--- src/sv/mvmb_pkg.sv ---
// Shared types and constants for the matrix-vector multiply-accumulate-bias block.
package mvmb_pkg;

    localparam int DATA_W    = 16;
    localparam int FRAC_BITS = 12;
    localparam int ACC_W     = 48;
    localparam int PROD_W    = 2 * DATA_W;
    localparam int CNT_W     = 11;
    localparam int IDX_W     = 10;

    localparam logic [CNT_W-1:0] CNT_MAX   = 11'd2047;
    localparam logic [CNT_W-1:0] COL_RESET = 11'd1024;

    // Item opcodes
    typedef enum logic [1:0] {
        OP_LOAD   = 2'd0,
        OP_WEIGHT = 2'd1,
        OP_BIAS   = 2'd2
    } op_t;

    // Controller states
    typedef enum logic [2:0] {
        S_IDLE,
        S_MUL,
        S_ACC,
        S_BADD,
        S_EMIT
    } state_t;

    typedef struct packed {
        logic [1:0]              op;
        logic [IDX_W-1:0]        index;
        logic signed [DATA_W-1:0] value;
    } item_t;

    typedef struct packed {
        logic signed [DATA_W-1:0] result_value;
        logic                     saturated;
        logic                     count_error;
    } result_t;

    // Controller to datapath commands
    typedef struct packed {
        logic act_write;
        logic capture;
        logic mul_en;
        logic acc_en;
        logic acc_bias;
        logic emit;
    } cmd_t;

endpackage

--- src/sv/mvmb_ctrl.sv ---
// Controller state machine: sequences load, weight and bias items through the datapath.
module mvmb_ctrl (
    input  logic                clk,
    input  logic                rst_n,
    input  logic                start,
    input  logic [1:0]          op,
    output logic                busy,
    output mvmb_pkg::cmd_t      cmd
);

    mvmb_pkg::state_t state_reg;
    mvmb_pkg::state_t state_next;
    logic             accept;

    assign busy   = (state_reg != mvmb_pkg::S_IDLE);
    assign accept = start && !busy;

    // State register
    always_ff @(posedge clk or negedge rst_n)
    begin
        if (!rst_n)
        begin
            state_reg <= mvmb_pkg::S_IDLE;
        end
        else
        begin
            state_reg <= state_next;
        end
    end

    // Next state
    always_comb
    begin
        state_next = state_reg;
        unique case (state_reg)
            mvmb_pkg::S_IDLE:
            begin
                if (accept && op == mvmb_pkg::OP_WEIGHT)
                begin
                    state_next = mvmb_pkg::S_MUL;
                end
                else if (accept && op == mvmb_pkg::OP_BIAS)
                begin
                    state_next = mvmb_pkg::S_BADD;
                end
            end
            mvmb_pkg::S_MUL:  state_next = mvmb_pkg::S_ACC;
            mvmb_pkg::S_ACC:  state_next = mvmb_pkg::S_IDLE;
            mvmb_pkg::S_BADD: state_next = mvmb_pkg::S_EMIT;
            mvmb_pkg::S_EMIT: state_next = mvmb_pkg::S_IDLE;
            default:          state_next = mvmb_pkg::S_IDLE;
        endcase
    end

    // Command outputs
    always_comb
    begin
        cmd = '0;
        unique case (state_reg)
            mvmb_pkg::S_IDLE:
            begin
                cmd.act_write = accept && (op == mvmb_pkg::OP_LOAD);
                cmd.capture   = accept && (op == mvmb_pkg::OP_WEIGHT || op == mvmb_pkg::OP_BIAS);
            end
            mvmb_pkg::S_MUL:  cmd.mul_en = 1'b1;
            mvmb_pkg::S_ACC:  cmd.acc_en = 1'b1;
            mvmb_pkg::S_BADD:
            begin
                cmd.acc_en   = 1'b1;
                cmd.acc_bias = 1'b1;
            end
            mvmb_pkg::S_EMIT: cmd.emit = 1'b1;
            default:          cmd = '0;
        endcase
    end

endmodule

--- config.mk ---
export PLATFORM = sky130hd
export DESIGN_NAME = mvmb_ctrl
export DESIGN_NICKNAME = d
export VERILOG_FILES = /design/src/sv/mvmb_pkg.sv /design/src/sv/mvmb_ctrl.sv
export SDC_FILE = /design/constraint.sdc
export NUM_CORES = 1
export LEC_CHECK = 0
export ABC_AREA = 1
export BUFFER_PORTS_ARGS = -buffer_cell sky130_fd_sc_hd__buf_2
export CAP_MARGIN = 0
export CORE_AREA = 2 2 39 41
export DETAILED_ROUTE_END_ITERATION = 10
export DIE_AREA = 0 0 41 43
export GPL_TIMING_DRIVEN = 0
export SLEW_MARGIN = 20
export SYNTH_ARGS = -nofsm -noshare
export SYNTH_HDL_FRONTEND = slang
export SYNTH_SLANG_ARGS = --single-unit
export TNS_END_PERCENT = 5
--- constraint.sdc ---
create_clock -name clk -period 1.95 [get_ports clk]
set_input_delay 0.0975 -clock clk [delete_from_list [all_inputs] [get_ports clk]]
set_output_delay 0.0975 -clock clk [all_outputs]
set_load 0.1 [all_outputs]
==> flow_summary.toml, run 1 <==
[status]
status = "finished, final reports clean"

[synth]
yosys.area_share.adder_pct = 15.2
syn-num-nets = 42
synth.largest_area_cell = "dfrtp_1"
yosys.area_share.simple_pct = 35.9
synth_top_family_by_area = "simple AND/OR/NAND/NOR gates"
synth_top_area_share_pct = 30.3
synth_compound_area_share_pct = 3.54
ys_ff_latch = 3
synth.area.top_cells = "dfrtp_1, ha_1, inv_1, nand2_1, nand3_2"
synth.cell_area_sq_um = 248
yosysWarnings = 0
ys_types = 12
netlist_instances = 34
synth_mux_area_share_pct = 0
syn_avg_cell_area_sq_um = 7.29
seq_area_frac_synth_pct = 30.3
synthXorXnorAreaFrac_pct = 0

[worst_hold_path]
worstHoldStart = "start"
worstHoldPathType = "in2reg"

[worst_setup_path]
cp.arrival_ps = 1440
path_max_fanout = 4
critPathLaunch = "state_reg[1]"
crit-reg2reg-launch = "state_reg[1]"
critical_path_required_ps = 1850
start_kind = "register"
end_kind = "primary output"
worst-setup-path-type = "reg2out"

[global_routing]
met3_usage_pct = 5.24
antenna_found_initial = 0
grt_overflow_total = 0
grt_pass1_wl_um = 890
grt_max_degree = 7
met2_usage_pct = 10.9
track_usage_pct = 8.03
grt_pass1_vias = 242
use_met1_pct = 7.40
top_usage_layer = "met2"

[clock_tree]
cts-resized-gates = 0
tritoncts = "done"
cts_max_level = 1
clk_latency_ps = 230
cts_setup_buffers = 0
cts_buffers = 3
clockRootBuffer = "clkbuf_4"
clkTransAtPathRegs_ps = 40
clk_path_buf_depth = 2
clock_sinks = 3
hold_buffers = 1

[timing]
setup_ws_ps = 416
finalClockSkew_ps = 0.241
slew_viol_final = 0
setup_viol = 0
max_clock_freq_ghz = 0.652
slew_headroom_pct = 67.8
finalCriticalPeriod_ps = 1530
hold_violations = 0
rsz0062_at_grt = "no"
worst_pin_slew_ps = 486
finalCritPeriodShare_pct = 78.6

[run]
max_cap_violations = 0

[finish]
largest_register_ffs = 3
num_antenna_cells = 0
nNetsFinal = 59
drive_gt1_share_pct = 40.0
fillers = 164
ff_latch_area_sq_um = 75.1
stdcell_count = 66
area_delta_synth_final_pct = 47.0
multi_input_area_sq_um = 140

[power]
p_leak_nw = 0.230
power.density_nw_per_um2 = 1610
vdd_drop_max_uv = 342

[place]
dpl.hpwl_um = 376
placed_cells = 61
place_ws_ps = 654
port_buffers = 11
place.gp.congestion = 0.647

[floorplan]
start_util_pct = 17.9
rows = 14
core_sq_um = 1380
die_w_um = 41
dieArea_sq_um = 1760
ios = 12
die_h_um = 43

[drt]
via_per_inst = 3.65
detail-route-antenna-nets = 0
first_iter_violations = 1
wl_per_cell_um = 6.77
drcViolationCount = 0
num_vias = 241
dr.pass1.iters = 2
wl_um = 447
[routing by layer]
layer	vias up	wire, um	part of all wire (%)
li1	135	-	-
met1	96	198	44
met2	10	206	46
met3	0	42	9.4
met4	0	0	0
met5	-	0	0
[placed cells by master, fill, tap and decap left out]
| master | n |
|---|---|
| buf_2 | 11 |
| inv_1 | 9 |
| nand2_1 | 6 |
| nor2_1 | 5 |
| ha_1 | 3 |
| clkbuf_4 | 3 |
| dfrtp_1 | 3 |
| nand3_2 | 2 |
| inv_2 | 1 |
| nor2_4 | 1 |
| nor3_2 | 1 |
| nand4_1 | 1 |
| nand3_1 | 1 |
| a21oi_2 | 1 |
| clkbuf_1 | 1 |
| dlygate4sd3_1 | 1 |
[logic make-up (layout without fill, tap and decap cells)]
family | Yosys count | count (layout)
fa+ha+maj | 3 | 3
flops | 3 | 3
buf+inv | 10 | 26
compound gates | 1 | 1
simple gates | 17 | 17
[worst max-delay path, stage by stage (launching register included)]
cell     delay, ps
dfrtp_1        430
nor2_4         160
nand3_2        100
nor2_1          90
buf_2          420
[worst paths after layout]
check,endpoint,slack (ps),depth (start not counted)
max,cmd[5],420,4
min,state_reg[0],150,3
max reg2reg,state_reg[1],1070,5
min reg2reg,state_reg[2],490,1
max in group asynchronous,state_reg[1],1660,2
min in group asynchronous,state_reg[2],190,2
[cell usage after synthesis]
library cell,instances
ha_1,3
nand4_1,1
dfrtp_1,3
nor3_1,1
inv_1,9
a21oi_2,1
nor2_4,1
nor2_1,5
nand3_2,2
nand2_1,6
nand3_1,1
inv_2,1
[power breakdown]
part           switching, W  internal, W
clock network     0.0000310    0.0000766
logic              0.000314    0.0000629
registers         0.0000233    0.0000771
[cell type report]
type	count	share of cell area, %
multi-input combinational	21	38.5
sequential	3	20.6
timing repair buffer	12	17.9
inverter	10	10.3
clock buffer	4	7.22
tap	16	5.50
[through the flow]
stage          utilization, %  TNS, ps  power [W]  hold slack (ps)  area, sq um
2_1_floorplan               -     -123   0.000430             -198          253
3_3_place_gp             23.7        0   0.000479             -105          328
3_5_place_dp             23.7        0   0.000479             -105          328
4_1_cts                  26.3        0   0.000594              147          364
5_1_grt                  26.3        0   0.000627              164          364
6_report                 26.3        0   0.000585              151          364
Power figures use the tool's default switching activity.
==> run 2, diff against run 1 <==
==> constraint.sdc (replaced) <==
create_clock -name clk -period 1.45 [get_ports clk]
set_input_delay 0.0725 -clock clk [delete_from_list [all_inputs] [get_ports clk]]
set_output_delay 0.0725 -clock clk [all_outputs]
set_load 0.1 [all_outputs]
==> run 2 against run 1 <==
Routed wire length increased by 15%. Register-to-register slack got worse by 510 ps. Total power increased by 43%. Combinational power increased by 45%. Via count increased by 5.4%. Clock power increased by 41%. Count of clock-buffer cells in the layout unchanged. Flip-flop and latch count unchanged. Worst setup slack got worse by 330 ps. Cell area increased by 11%. Non-clock buffer count unchanged.
==> flow_summary.toml, run 2 (synthesis results as in run 1) <==
[finish]
final_core_util_pct = 29.3
layout_common_cells = "inv_1, buf_2, nand2_1"
final_common_cell = "inv_1"
largest_register_ffs = 3
num_antenna_cells = 0
final_cell_area_sq_um = 405
nNetsFinal = 59
drive_gt1_share_pct = 48.0
area_delta_synth_final_pct = 63.6

[place]
dpl.hpwl_um = 423
port_buffers = 11
place_ws_ps = 162
dpl_cell_area_sq_um = 335
place.gp.congestion = 0.653

[timing]
worst_pin_slew_ps = 485
setup_ws_ps = 84.0
setup_viol = 0
finalCritPeriodShare_pct = 94.2
slew_headroom_pct = 67.9
slew_viol_final = 0
finalClockSkew_ps = 3.41
max_clock_freq_ghz = 0.732
rsz0062_at_grt = "yes"
hold_violations = 0
finalCriticalPeriod_ps = 1370

[global_routing]
track_usage_pct = 9.65
grt_pass1_vias = 281
antenna_found_initial = 0
grt_max_degree = 7
grt_overflow_total = 0
grt_pass1_wl_um = 1030

[floorplan]
start_util_pct = 17.9
dieArea_sq_um = 1760
core_sq_um = 1380
die_w_um = 41
rows = 14
die_h_um = 43
ios = 12

[drt]
drcViolationCount = 0
wl_per_cell_um = 7.79
detail-route-antenna-nets = 0
num_vias = 254
first_iter_violations = 3
dr.pass1.iters = 2
via_per_inst = 3.85
wl_um = 514

[worst_setup_path]
cp.arrival_ps = 1290
start_kind = "register"
worst-setup-path-type = "reg2out"
worst-r2r-cell-count = 3
end_kind = "primary output"
critical_path_required_ps = 1380
path_max_fanout = 4

[clock_tree]
cts_buffers = 3
tritoncts = "done"
clockRootBuffer = "clkbuf_4"
clkTransAtPathRegs_ps = 40
cts_max_level = 1
clk_latency_ps = 240
clk_path_buf_depth = 2
clock_sinks = 3

[power]
p_int_w = 0.000322
p_sw_w = 0.000514
finalPower_w = 0.000836
clockPowerShare_pct = 18.2
sw_frac_of_total_pct = 61.5
p_comb_share_pct = 65.3
p_leak_nw = 0.234
vdd_drop_max_uv = 464
seqPwrFrac_pct = 16.5
power.density_nw_per_um2 = 2060

[worst_hold_path]
hold_path_depth = 3
worstHoldPathType = "in2reg"

[run]
max_cap_violations = 0

[status]
status = "finished, final reports clean"
==> run 2: cell count changes in the layout (fill, tap and decap cells not counted), sizes merged <==
cell    before  now
buf         11   10
clkbuf       4    5
==> run 2: worst max-delay path, stage by stage, from the launching register on <==
cell and delay (ps):
dfrtp_1 440, nand2_1 120, nor2_2 80, buf_2 420
==> run 2: power groups by stage <==
stage	Combinational, W	Sequential (W)	Clock, W
3_5_place_dp	0.000517	0.000137	0
4_1_cts	0.000525	0.000136	0.000161
3_3_place_gp	0.000514	0.000136	0
2_1_floorplan	0.000453	0.000133	0
6_report	0.000546	0.000138	0.000152
5_1_grt	0.000581	0.000143	0.000168
==> run 2: layout make-up <==
| class | instances | area (sq um) |
|---|---|---|
| Multi-Input combinational cell | 21 | 148 |
| Clock buffer | 4 | 26.3 |
| Fill cell | 161 | 978 |
| Timing Repair Buffer | 12 | 97.6 |
| Tap cell | 16 | 20.0 |
| Sequential cell | 3 | 76.3 |
| Inverter | 10 | 37.5 |
==> run 2: through the flow <==
step,hold slack [ps],instances,TNS [ps]
after global placement,-130,61,0
after floorplan,-223,34,-829
after CTS,134,66,0
after detailed placement,-130,61,0
final,140,66,0
after global routing,151,66,-4.12
==> run 2: timing repair <==
item                       in CTS  in global routing
hold buffers                    1                  0
hold endpoints to repair        3                  0
resized for setup               2                  8
setup buffers                   0                  0
setup endpoints to repair       2                  3
==> run 2: path summary, 6_finish.rpt <==
check	slack, ps	to	from
min in group asynchronous	150	state_reg[1]	rst_n
setup / recovery	80	cmd[1]	state_reg[0]
max in group asynchronous	1180	state_reg[1]	rst_n
hold reg to reg	510	state_reg[2]	state_reg[2]
hold / removal	140	state_reg[0]	start
setup reg to reg	560	state_reg[0]	state_reg[1]
==> run 2: routing by layer <==
layer  track usage [%]  vias to the layer above  share of wire [%]
met5                 0                        -                  0
met4              12.0                        0                5.4
met3              5.24                        3                9.5
met2              12.8                       11                 48
met1              8.71                      106                 36
li1                  -                      134                  -
